**config.mk**
```make
export PLATFORM = sky130hd
export DESIGN_NAME = sbl_col_cell
export DESIGN_NICKNAME = d
export VERILOG_FILES = /design/src/sbl_pkg.sv /design/src/sbl_col_cell.sv
export SDC_FILE = /design/constraint.sdc
export NUM_CORES = 1
export LEC_CHECK = 0
export ABC_AREA = 1
export BUFFER_PORTS_ARGS = -buffer_cell sky130_fd_sc_hd__buf_2
export CAP_MARGIN = 20
export CORE_MARGIN = 4
export CORE_UTILIZATION = 43
export CTS_CLUSTER_SIZE = 30
export DETAILED_ROUTE_END_ITERATION = 10
export HOLD_SLACK_MARGIN = 0.08
export PLACE_DENSITY = 0.74
export SLEW_MARGIN = 20
export SYNTH_ARGS = -nofsm -noshare
export SYNTH_HDL_FRONTEND = slang
export SYNTH_SLANG_ARGS = --single-unit
```
**constraint.sdc**
```tcl
create_clock -name clk -period 0.8 [get_ports clk]
set_clock_uncertainty 0.05 [all_clocks]
set_input_delay 0.08 -clock clk [delete_from_list [all_inputs] [get_ports clk]]
set_output_delay 0.08 -clock clk [all_outputs]
set_load 0.03 [all_outputs]
```
**src/sbl_pkg.sv**
```systemverilog
`default_nettype none

package sbl_pkg;

    localparam int PIXEL_BITS  = 8;
    localparam int GRAD_BITS   = 11;
    localparam int ROW_BITS    = 12;
    localparam int LINE_W_BITS = 11;
    localparam int MIN_WIDTH   = 3;

    localparam logic [LINE_W_BITS-1:0] LINE_W_RESET = 11'd640;

    // one column of the 3x3 window
    typedef struct packed {
        logic [PIXEL_BITS-1:0] top;
        logic [PIXEL_BITS-1:0] mid;
        logic [PIXEL_BITS-1:0] bot;
    } col_t;

endpackage

`default_nettype wire

```
**src/sbl_col_cell.sv**
```systemverilog
`default_nettype none

module sbl_col_cell (
    input  wire logic          clk,
    input  wire logic          rst_n,
    input  wire logic          shift,
    input  wire sbl_pkg::col_t col_in,
    output sbl_pkg::col_t      col_out
);

    import sbl_pkg::*;

    col_t col_reg;

    // takes the neighbor column each time the window slides
    always_ff @(posedge clk or negedge rst_n)
    begin
        if (!rst_n)
        begin
            col_reg <= '0;
        end
        else if (shift)
        begin
            col_reg <= col_in;
        end
    end

    assign col_out = col_reg;

endmodule

`default_nettype wire

```
## Word level (Yosys, flattened, before mapping)

Cells that the tools add are included.

- Register bits: 24
- Input bits: 27
- Logic and storage cells: 3

## Longest topological paths before layout

Gate-level depths: netlist of run 1.

- Word-level depth: 0
- Depth in mapped cells: 5
- Gate-level depth less buffers: 3

## Least setup slack after synthesis of run 1

Ideal clock, no wire load.

- Path kind: register -> register
- From: register, netlist name col_out[0]
- To: register col_reg (netlist bit col_out[0])
- Arrival time: 0.616 ns
- Setup slack: 0.016 ns
- Stages on the path, launching flop included: 3
- Buffers on the path: 0
- Cell sequence: dfrtp_1 > nand2_2 > nand2_1

RTL lines:

| element | line | RTL |
|---|---|---|
| end signal: assignment | sbl_col_cell.sv:24 | `col_reg <= col_in;` |
| end: declaration | sbl_col_cell.sv:13 | `col_t col_reg;` |

## Worst setup path after layout of run 1

- From: register col_reg (netlist bit col_out[2])
- To: output col_out[2] (netlist bit)

RTL lines:

| element | line | RTL |
|---|---|---|
| end: declaration | sbl_col_cell.sv:8 | `output sbl_pkg::col_t col_out` |

No word-level cell between the ends.

==> results of run 1 <==
-- cells by family (layout without fill, tap and decap cells) --
group	Yosys count	in the layout	synth area share, %
DFF	24	24	61.6
buffers and inverters	6	99	8.09
and+or+nand+nor	72	72	30.3
-- through the flow --
step                      setup WS [ns]  power, mW  cell area (um^2)
after detailed placement         0.0783       2.01              1230
after global placement           0.0993       2.00              1230
after global routing             -0.273       3.21              1850
final                            -0.234       3.06              1850
after CTS                        -0.224       2.97              1770
after floorplan                  0.0163       1.79               975
-- cell usage in the layout, fill, tap and decap left out --
master         count
nand2_1           56
buf_6             38
buf_2             26
dlygate4sd3_1     25
dfrtp_1           24
nand2_2           16
buf_4              4
clkbuf_4           3
inv_8              1
clkbuf_8           1
buf_12             1
-- how the worst max path moves through the flow --
stage / startpoint / endpoint / slack (ns) / cells past startpoint
floorplan: col_out[0] / col_out[0] / 0.02 / 2
global placement: shift / col_out[22] / 0.1 / 4
detailed placement: shift / col_out[20] / 0.08 / 4
CTS: col_out[2] / col_out[2] / -0.22 / 1
global route: col_out[4] / col_out[4] / -0.27 / 1
finish: col_out[2] / col_out[2] / -0.23 / 1
-- layout make-up --
cell class              count  area, um^2
flip-flops and latches     24         601
clock buffers               4        36.3
well taps                  27        33.8
repair buffers             94         858
fillers                   100         211
inverters                   1        11.3
multi-input cells          72         310
-- power by group through the flow --
stage	sequential [mW]	combinational (mW)	clock (mW)
after floorplan	1.62	0.167	0
after global placement	1.40	0.596	0
after detailed placement	1.41	0.604	0
after CTS	1.40	0.924	0.652
after global routing	1.43	1.07	0.704
final	1.42	1.01	0.629
-- routing by layer --
| metal | share of wire, % | track usage [%] |
|---|---|---|
| met5 | 0 | 0 |
| met4 | 2.2 | 6.25 |
| met3 | 5.6 | 4.18 |
| met2 | 54 | 37.7 |
| met1 | 38 | 21.4 |
-- what timing repair did --
| action | 4_1_cts | 5_1_grt |
|---|---|---|
| setup buffers | 14 | 7 |
| endpoints found under the setup margin | 24 | 38 |
| gates resized for setup | 48 | 20 |
| endpoints found under the hold margin | 48 | 0 |
| pin swaps | 0 | 8 |
| hold buffers | 25 | 0 |
==> summary.txt, run 1 <==
Run status
  – Status: finished with violations
  – Failing checks: setup timing

Global route
  – Largest net degree at the start of global routing: 25
  – Remaining global-route overflow: 0
  – Initial antenna violation count: 0
  – Vias in the first global route: approximately 1100
  – GRT Total Usage: between 15 and 20%
  – First-pass GRT wire length: slightly below 5000 um

Cells and area
  – Final #Nets: approximately 220
  – Share of layout cells above drive strength 1: 46.2%
  – Area delta synth->final: 89.9%
  – Final cell count without fillers: about 220
  – Utilization after layout: between 80% and 90%
  – Number of flip-flops in the largest register: 24
  – Number of diodes: 0

Job
  – Max-Cap Viols: 0

Critical path
  – Worst-path fanout max: 2
  – Setup slack, reg-to-reg: -0.03 ns
  – FF-to-FF End: col_out[12]
  – Reg2Reg Launch Point: col_out[12]
  – Slowest stage cell on the critical path: dfrtp_1
  – Setup CP Type: register to output pin
  – Critical Path AT: 0.90 ns
  – Critical path's top delay family: flip-flops
  – Startpoint Class: register
  – WP data required: around 0.67 ns
  – Critical path's largest stage delay: 0.44 ns
  – Buffers & Inverters on Critical Path: 1
  – Worst path cell trace: buf_6
  – Worst reg-to-reg path cell count: 3
  – Worst Setup End Kind: output pin

Logic synthesis
  – Syn_area_per_cell: 9.56 um^2
  – Top cells by area, synth: dfrtp_1, nand2_1, nand2_2
  – Seq/Total Area, Yosys: between 60% and 70%
  – Syn_nets: 129
  – Synth top area share: 61.6%
  – Number of synthesized register bits: 24
  – Cell accounting for the most synthesized area: dfrtp_1
  – Predominant post-synthesis flop cell: dfrtp_1
  – Yosys warns: 0
  – Most numerous cell in the Yosys netlist: nand2_1
  – Post-synth top cells: nand2_1, dfrtp_1, nand2_2
  – Async SR Flop Fraction: 100%
  – Number of synthesized flops with an enable pin: 0
  – Count of cell types in the netlist: 7
  – Synth Cell Area: 975 um^2
  – Gate Count Post-Synth: approximately 100

Floorplan
  – Area of the core: ~2100 um^2
  – Ports: around 50
  – Die W: ~56 um
  – DIE AREA: 3090 um^2
  – Starting Density: between 40% and 50%
  – Die height: ~56 um
  – Num rows: 16

STA
  – Fin Setup TNS: -5.11 ns
  – Final hold violation count: 0
  – Relative slew slack: about 81%
  – Final setup margin: -0.234 ns
  – Fmax: 967 MHz
  – Final setup vio count: 30
  – Slew @ Worst Pin: 0.283 ns
  – Final period utilization: 129%
  – Hold Slack: around 0.10 ns
  – Slew Limit Fails: 0
  – Min Tclk post-route: 1.03 ns
  – RSZ-0062 raised after global routing: true

Pwr
  – P per Cell Area: 1650 nW/um^2
  – P_sw: approximately 940 uW
  – Clock power frac: about a fifth
  – Sequential cell fraction of total power: between 40% and 50%
  – Max VDD drop: around 1.6 mV
  – Internal: roughly 2.1 mW
  – Switching Share: 30.7%
  – Static Leak: around 1 nW
  – Comb pwr share: 33.0%

CTS
  – Clk sink count: 24
  – Num CTS Buffers: 3
  – CTS Buffer Depth: 2
  – Htree depth: 1
  – Clock root cell: clkbuf_4
  – CTS tree: yes
  – Clock Pin Slew Worst Setup and Hold Paths: between 0.1 and 0.15 ns
  – Clock Latency Late Sink: approximately 0.3 ns

Route
  – Vias per cell: approximately 4.6
  – First DRT Iteration DRCs: 36
  – Post-Route WL: between 3000 and 4000 um
  – Vias: 1015
  – Routed Antenna Nets: 0
  – Pre-Repair DR Iteration Count: 4
  – DRC Markers: 0
  – Routed len/inst: 14.7 um

Worst hold path
  – Hold Startpoint: shift
  – Worst Hold Depth: 4
  – HP Class: input port to register
  – Hold Path Sink: col_out[19]

Place
  – Port bufs: 50
  – Placed Cells: around 180
  – DP Wirelength: between 1500 and 2000 um
  – Placer Congestion: between 0.7 and 0.8
Power figures use the tool's default switching activity.
==> run 2: changes to the inputs <==
--- a/config.mk
+++ b/config.mk
@@ -13,7 +13,7 @@
 export CTS_CLUSTER_SIZE = 30
 export DETAILED_ROUTE_END_ITERATION = 10
 export HOLD_SLACK_MARGIN = 0.08
-export PLACE_DENSITY = 0.74
+export PLACE_DENSITY = 0.73
 export SLEW_MARGIN = 20
 export SYNTH_ARGS = -nofsm -noshare
 export SYNTH_HDL_FRONTEND = slang
==> run 2 against run 1 <==
  * The flow still finishes with violations (setup timing)
  * Setup slack improved by 0.023 ns
  * Critical endpoint is now col_out[0]
  * Fmax increased by 2.2%
  * Critical path depth unchanged
==> summary.txt, run 2 (same netlist as run 1, synthesis figures left out) <==
Run status
  – Status: finished with violations
  – Failing checks: setup timing

Place
  – Placer Congestion: 0.719
  – Port bufs: 50
  – DP Wirelength: 1520 um
  – Dpl cell area: about 1200 um^2
  – Placed Cells: around 180

Critical path
  – Startpoint Class: register
  – Critical Path AT: approximately 0.88 ns
  – Slowest stage cell on the critical path: dfrtp_1
  – Buffers & Inverters on Critical Path: 1
  – Worst Setup End Kind: output pin
  – Worst-path fanout max: 2
  – Setup CP Type: register to output pin
  – WP data required: between 0.6 and 0.7 ns
  – Worst path cell trace: buf_6
  – Critical path's top delay family: flip-flops
  – Critical path's largest stage delay: roughly 0.43 ns

Route
  – First DRT Iteration DRCs: 24
  – Pre-Repair DR Iteration Count: 4
  – Routed Antenna Nets: 0
  – Vias per cell: ~4.7
  – Post-Route WL: 3330 um
  – Routed len/inst: approximately 15 um
  – DRC Markers: 0
  – Vias: slightly above 1000

Cells and area
  – Final cell count without fillers: 217
  – Number of diodes: 0
  – Final #Nets: ~220
  – Register Area: ~600 um^2
  – Final instance area: approximately 1800 um^2
  – Leading cell type in the layout, fill and taps excluded: nand2_1
  – Share of layout cells above drive strength 1: 44.2%
  – Area of the multi-input gates: 308 um^2
  – Most frequent cells in the layout: nand2_1, buf_6, dlygate4sd3_1, buf_2, dfrtp_1
  – Number of flip-flops in the largest register: 24
  – Fillcell total: 91
  – Area delta synth->final: 83.4%
  – Utilization after layout: between 80% and 90%

STA
  – RSZ-0062 raised after global routing: true
  – Relative slew slack: about four fifths
  – Hold Slack: roughly 0.15 ns
  – Final setup vio count: 31
  – Min Tclk post-route: just over 1 ns
  – Slew @ Worst Pin: 0.319 ns
  – Slew Limit Fails: 0
  – Final setup margin: -0.211 ns
  – Fmax: between 900 and 1000 MHz
  – Final period utilization: 126%
  – Final hold violation count: 0

Floorplan
  – Ports: 51
  – Die height: 55.6 um
  – Starting Density: 47.3%
  – Area of the core: between 2000 and 2500 um^2
  – DIE AREA: around 3000 um^2
  – Num rows: 16
  – Die W: between 50 and 60 um

Global route
  – First-pass GRT wire length: 4970 um
  – GR peak layer: met2
  – Largest net degree at the start of global routing: 25
  – Initial antenna violation count: 0
  – Met2 Usage GRT: between 30% and 40%
  – GRT met3 Usage: a little under 4%
  – Remaining global-route overflow: 0
  – Vias in the first global route: ~1100
  – Met1 usage: a little under a quarter
  – GRT Total Usage: about a fifth

Worst hold path
  – HP Class: input port to register

CTS
  – Clock Latency Late Sink: 0.30 ns
  – CTS tree: yes
  – Clk sink count: 24
  – Clock Pin Slew Worst Setup and Hold Paths: between 0.1 and 0.15 ns
  – CTS Buffer Depth: 2
  – Htree depth: 1
  – Clock root cell: clkbuf_4
  – Num CTS Buffers: 3

Pwr
  – P per Cell Area: approximately 1600 nW/um^2
  – Max VDD drop: about 1.1 mV
  – Static Leak: between 0.9 and 1 nW
  – Overall power: ~2.9 mW

Job
  – Max-Cap Viols: 0
run 2: changes by cell type in the layout (fill, tap and decap cells not counted), sizes merged:
cell and change:
buf -5
run 2: stage by stage:
stage | worst slack, ns | TNS [ns]
floorplan | 0.0163 | 0
global placement | 0.120 | 0
detailed placement | 0.105 | 0
CTS | -0.209 | -4.66
global route | -0.258 | -6.17
finish | -0.211 | -4.81
run 2: final timing paths:
| path | from | end | slack [ns] | cells after the start |
|---|---|---|---|---|
| min in group asynchronous | rst_n | col_out[19] | 0.21 | 2 |
| worst max-delay path | col_out[0] | col_out[0] | -0.21 | 1 |
| max in group asynchronous | rst_n | col_out[15] | 0.26 | 2 |
| worst min-delay path | shift | col_out[22] | 0.15 | 4 |
| worst max register to register | col_out[18] | col_out[18] | -0.03 | 3 |
| worst min register to register | col_out[23] | col_out[23] | 0.46 | 2 |
run 2: per-layer routing:
metal	share of wire [%]	vias to the layer above
met1	35	490
met5	0	-
met4	3.5	0
met2	56	41
li1	-	477
met3	5.9	10
run 2: timing repair:
action	in CTS	in global routing
setup buffers	9	9
pin swaps	0	5
resized for setup	48	15
hold buffers	25	0
hold endpoints to repair	48	0
setup endpoints to repair	24	44
run 2: final cells by class:
type,instances,area share (%)
inverter,1,0.630
sequential,24,33.6
tap,27,1.89
multi-input combinational,72,17.2
timing repair buffer,90,45.4
clock buffer,3,1.26
run 2: power by group:
part,switching (mW),internal (mW),total (mW)
sequential,0.0947,1.32,1.41
clock,0.329,0.175,0.504
combinational,0.483,0.491,0.973
run 2: worst register-to-register path, stage by stage (launching register included):
cell	delay (ns)
dfrtp_1	0.42
buf_4	0.14
nand2_1	0.07
nand2_1	0.06
==> run 3: changes to the inputs <==
--- a/config.mk
+++ b/config.mk
@@ -5,15 +5,14 @@
 export SDC_FILE = /design/constraint.sdc
 export NUM_CORES = 1
 export LEC_CHECK = 0
-export ABC_AREA = 1
 export BUFFER_PORTS_ARGS = -buffer_cell sky130_fd_sc_hd__buf_2
 export CAP_MARGIN = 20
 export CORE_MARGIN = 4
-export CORE_UTILIZATION = 43
+export CORE_UTILIZATION = 44
 export CTS_CLUSTER_SIZE = 30
 export DETAILED_ROUTE_END_ITERATION = 10
 export HOLD_SLACK_MARGIN = 0.08
-export PLACE_DENSITY = 0.73
+export PLACE_DENSITY = 0.74
 export SLEW_MARGIN = 20
 export SYNTH_ARGS = -nofsm -noshare
 export SYNTH_HDL_FRONTEND = slang
==> run 3 against run 2 <==
  * Core utilization decreased by 8.4 points
  * Setup slack got worse by 0.012 ns
  * The flow finishes with violations (hold timing, setup timing)
  * Cell area decreased by 9.7%
  * Fmax decreased by 1.2%
  * Global-route usage decreased by 5.4 points
==> summary.txt, run 3 <==
Critical path
  – Slowest stage cell on the critical path: dfrtp_2
  – Worst-path fanout max: 2
  – Worst reg-to-reg path cell count: 2
  – Buffers & Inverters on Critical Path: 1
  – Critical path's top delay family: flip-flops
  – Setup CP Type: register to output pin
  – Critical path's largest stage delay: around 0.44 ns
  – FF-to-FF End: col_out[15]
  – WP data required: 0.67 ns
  – Startpoint Class: register
  – Worst Setup End Kind: output pin
  – Reg2Reg Launch Point: col_out[15]
  – Crit path depth: 1
  – Setup slack, reg-to-reg: -0.17 ns
  – Critical Path AT: around 0.89 ns
  – Worst path cell trace: buf_6

Cells and area
  – Leading cell type in the layout, fill and taps excluded: buf_6
  – Final instance area: about 1600 um^2
  – Utilization after layout: between 70 and 80%
  – Number of diodes: 0
  – Area of the multi-input gates: ~350 um^2
  – Final #Nets: about 150
  – Area delta synth->final: 61.9%
  – Fillcell total: 130
  – Most frequent cells in the layout: buf_6, buf_2, dfrtp_2
  – Number of flip-flops in the largest register: 24
  – Register Area: between 600 and 700 um^2
  – Share of layout cells above drive strength 1: between 90 and 100%

Place
  – Port bufs: 50
  – Placer Congestion: 0.680
  – Dpl cell area: about 1300 um^2
  – DP Wirelength: about 1500 um

Floorplan
  – Starting Density: between 40% and 50%
  – Ports: 51
  – DIE AREA: 3090 um^2
  – Area of the core: 2060 um^2
  – Die W: approximately 56 um
  – Num rows: 16
  – Die height: 55.6 um

Logic synthesis
  – Number of synthesized flops with an enable pin: 0
  – Gate Count Post-Synth: just over 50
  – Yosys warns: 0
  – Syn_area_per_cell: slightly below 20 um^2
  – Predominant post-synthesis flop cell: dfrtp_1
  – Seq/Total Area, Yosys: between 60 and 70%
  – Async SR Flop Fraction: between 90% and 100%
  – Top cells by area, synth: dfrtp_1, mux2_4, mux2_2
  – Synth Cell Area: approximately 1000 um^2
  – Count of cell types in the netlist: 5
  – Post-synth top cells: dfrtp_1, mux2_4, mux2_2
  – Number of synthesized register bits: 24
  – Synth top area share: around three fifths
  – Cell accounting for the most synthesized area: dfrtp_1
  – Most numerous cell in the Yosys netlist: dfrtp_1
  – Syn_nets: a little under 80

CTS
  – Clock Pin Slew Worst Setup and Hold Paths: around 0.12 ns
  – CTS Buffer Depth: 2
  – Clock root cell: clkbuf_4
  – CTS tree: yes
  – Clock Latency Late Sink: about 0.3 ns
  – Num CTS Buffers: 3
  – Htree depth: 1
  – Clk sink count: 24

Route
  – Vias: about 660
  – Post-Route WL: around 2300 um
  – DRC Markers: 0
  – Routed len/inst: 16.2 um
  – Pre-Repair DR Iteration Count: 3
  – First DRT Iteration DRCs: 9
  – Vias per cell: between 4 and 5
  – Routed Antenna Nets: 0

Global route
  – GRT Total Usage: between 10% and 20%
  – Remaining global-route overflow: 0
  – Initial antenna violation count: 0
  – First-pass GRT wire length: between 3000 and 4000 um
  – Largest net degree at the start of global routing: 25
  – Vias in the first global route: 771

Worst hold path
  – Hold Path Sink: col_out[17]
  – Hold Startpoint: col_in[17]
  – Worst Hold Depth: 2
  – HP Class: input port to register

Pwr
  – P per Cell Area: 1810 nW/um^2
  – Static Leak: just under 0.8 nW
  – Max VDD drop: 1.10 mV

Job
  – Max-Cap Viols: 0

STA
  – Final period utilization: 128%
  – Final hold violation count: 16
  – Final setup vio count: 48
  – Fmax: 977 MHz
  – Min Tclk post-route: about 1.0 ns
  – Relative slew slack: between 70% and 80%
  – Hold Slack: -0.0497 ns
  – RSZ-0062 raised after global routing: true
  – Slew Limit Fails: 0
  – Final setup margin: -0.223 ns
  – Slew @ Worst Pin: between 0.3 and 0.4 ns

Run status
  – Failing checks: hold timing, setup timing
  – Status: finished with violations
[run 3: cell types whose count changed after synthesis, sizes merged]
cell,before,now
nand2,72,0
mux2,0,24
buf,4,3
clkbuf,1,0
inv,1,0
[run 3: final cells by class]
type / count / area share [%]
clock buffer: 3 / 1.40
multi-input combinational: 24 / 21.4
tap: 27 / 2.09
sequential: 24 / 39.1
timing repair buffer: 66 / 36.0
[run 3: how the worst max path moves through the flow]
stage | startpoint | to
finish | col_out[5] | col_out[5]
global route | col_out[20] | col_out[20]
CTS | col_out[0] | col_out[0]
detailed placement | shift | col_out[11]
global placement | shift | col_out[16]
floorplan | col_out[0] | col_out[0]
[run 3: power by group]
| group | switching, mW | total [mW] | internal [mW] |
|---|---|---|---|
| clock | 0.329 | 0.505 | 0.176 |
| sequential | 0.0987 | 1.46 | 1.36 |
| combinational | 0.428 | 0.954 | 0.526 |
| total | 0.856 | 2.91 | 2.06 |
[run 3: metrics by stage]
step	instances	power [mW]	hold slack (ns)	setup slack (ns)	setup TNS, ns
final	144	2.91	-0.0497	-0.223	-6.58
after floorplan	51	1.93	-0.266	-0.104	-2.46
after global routing	144	3.06	-0.0684	-0.265	-8.12
after CTS	134	2.89	-0.0620	-0.225	-6.64
after detailed placement	127	2.17	0.0438	-0.156	-2.80
after global placement	127	2.15	0.0334	-0.126	-2.26
[run 3: what timing repair did]
item	4_1_cts	5_1_grt
pin swaps	0	0
buffers inserted	3	2
hold buffers	1	8
hold endpoints to repair	48	24
endpoints found under the setup margin	48	72
resized for setup	50	2
[run 3: logic make-up after synthesis]
family                 after synthesis  share of synthesized area [%]
multiplexers                        24                           34.6
flip-flops                          24                           60.2
buffers and inverters                3                           5.14
[run 3: per-layer routing]
layer  vias up  GRT usage (%)  wire (um)
li1        311              -          -
met1       333           15.5        845
met2        18           28.9       1370
met3         2           3.48         92
met4         0           5.21         12
met5         -              0          0
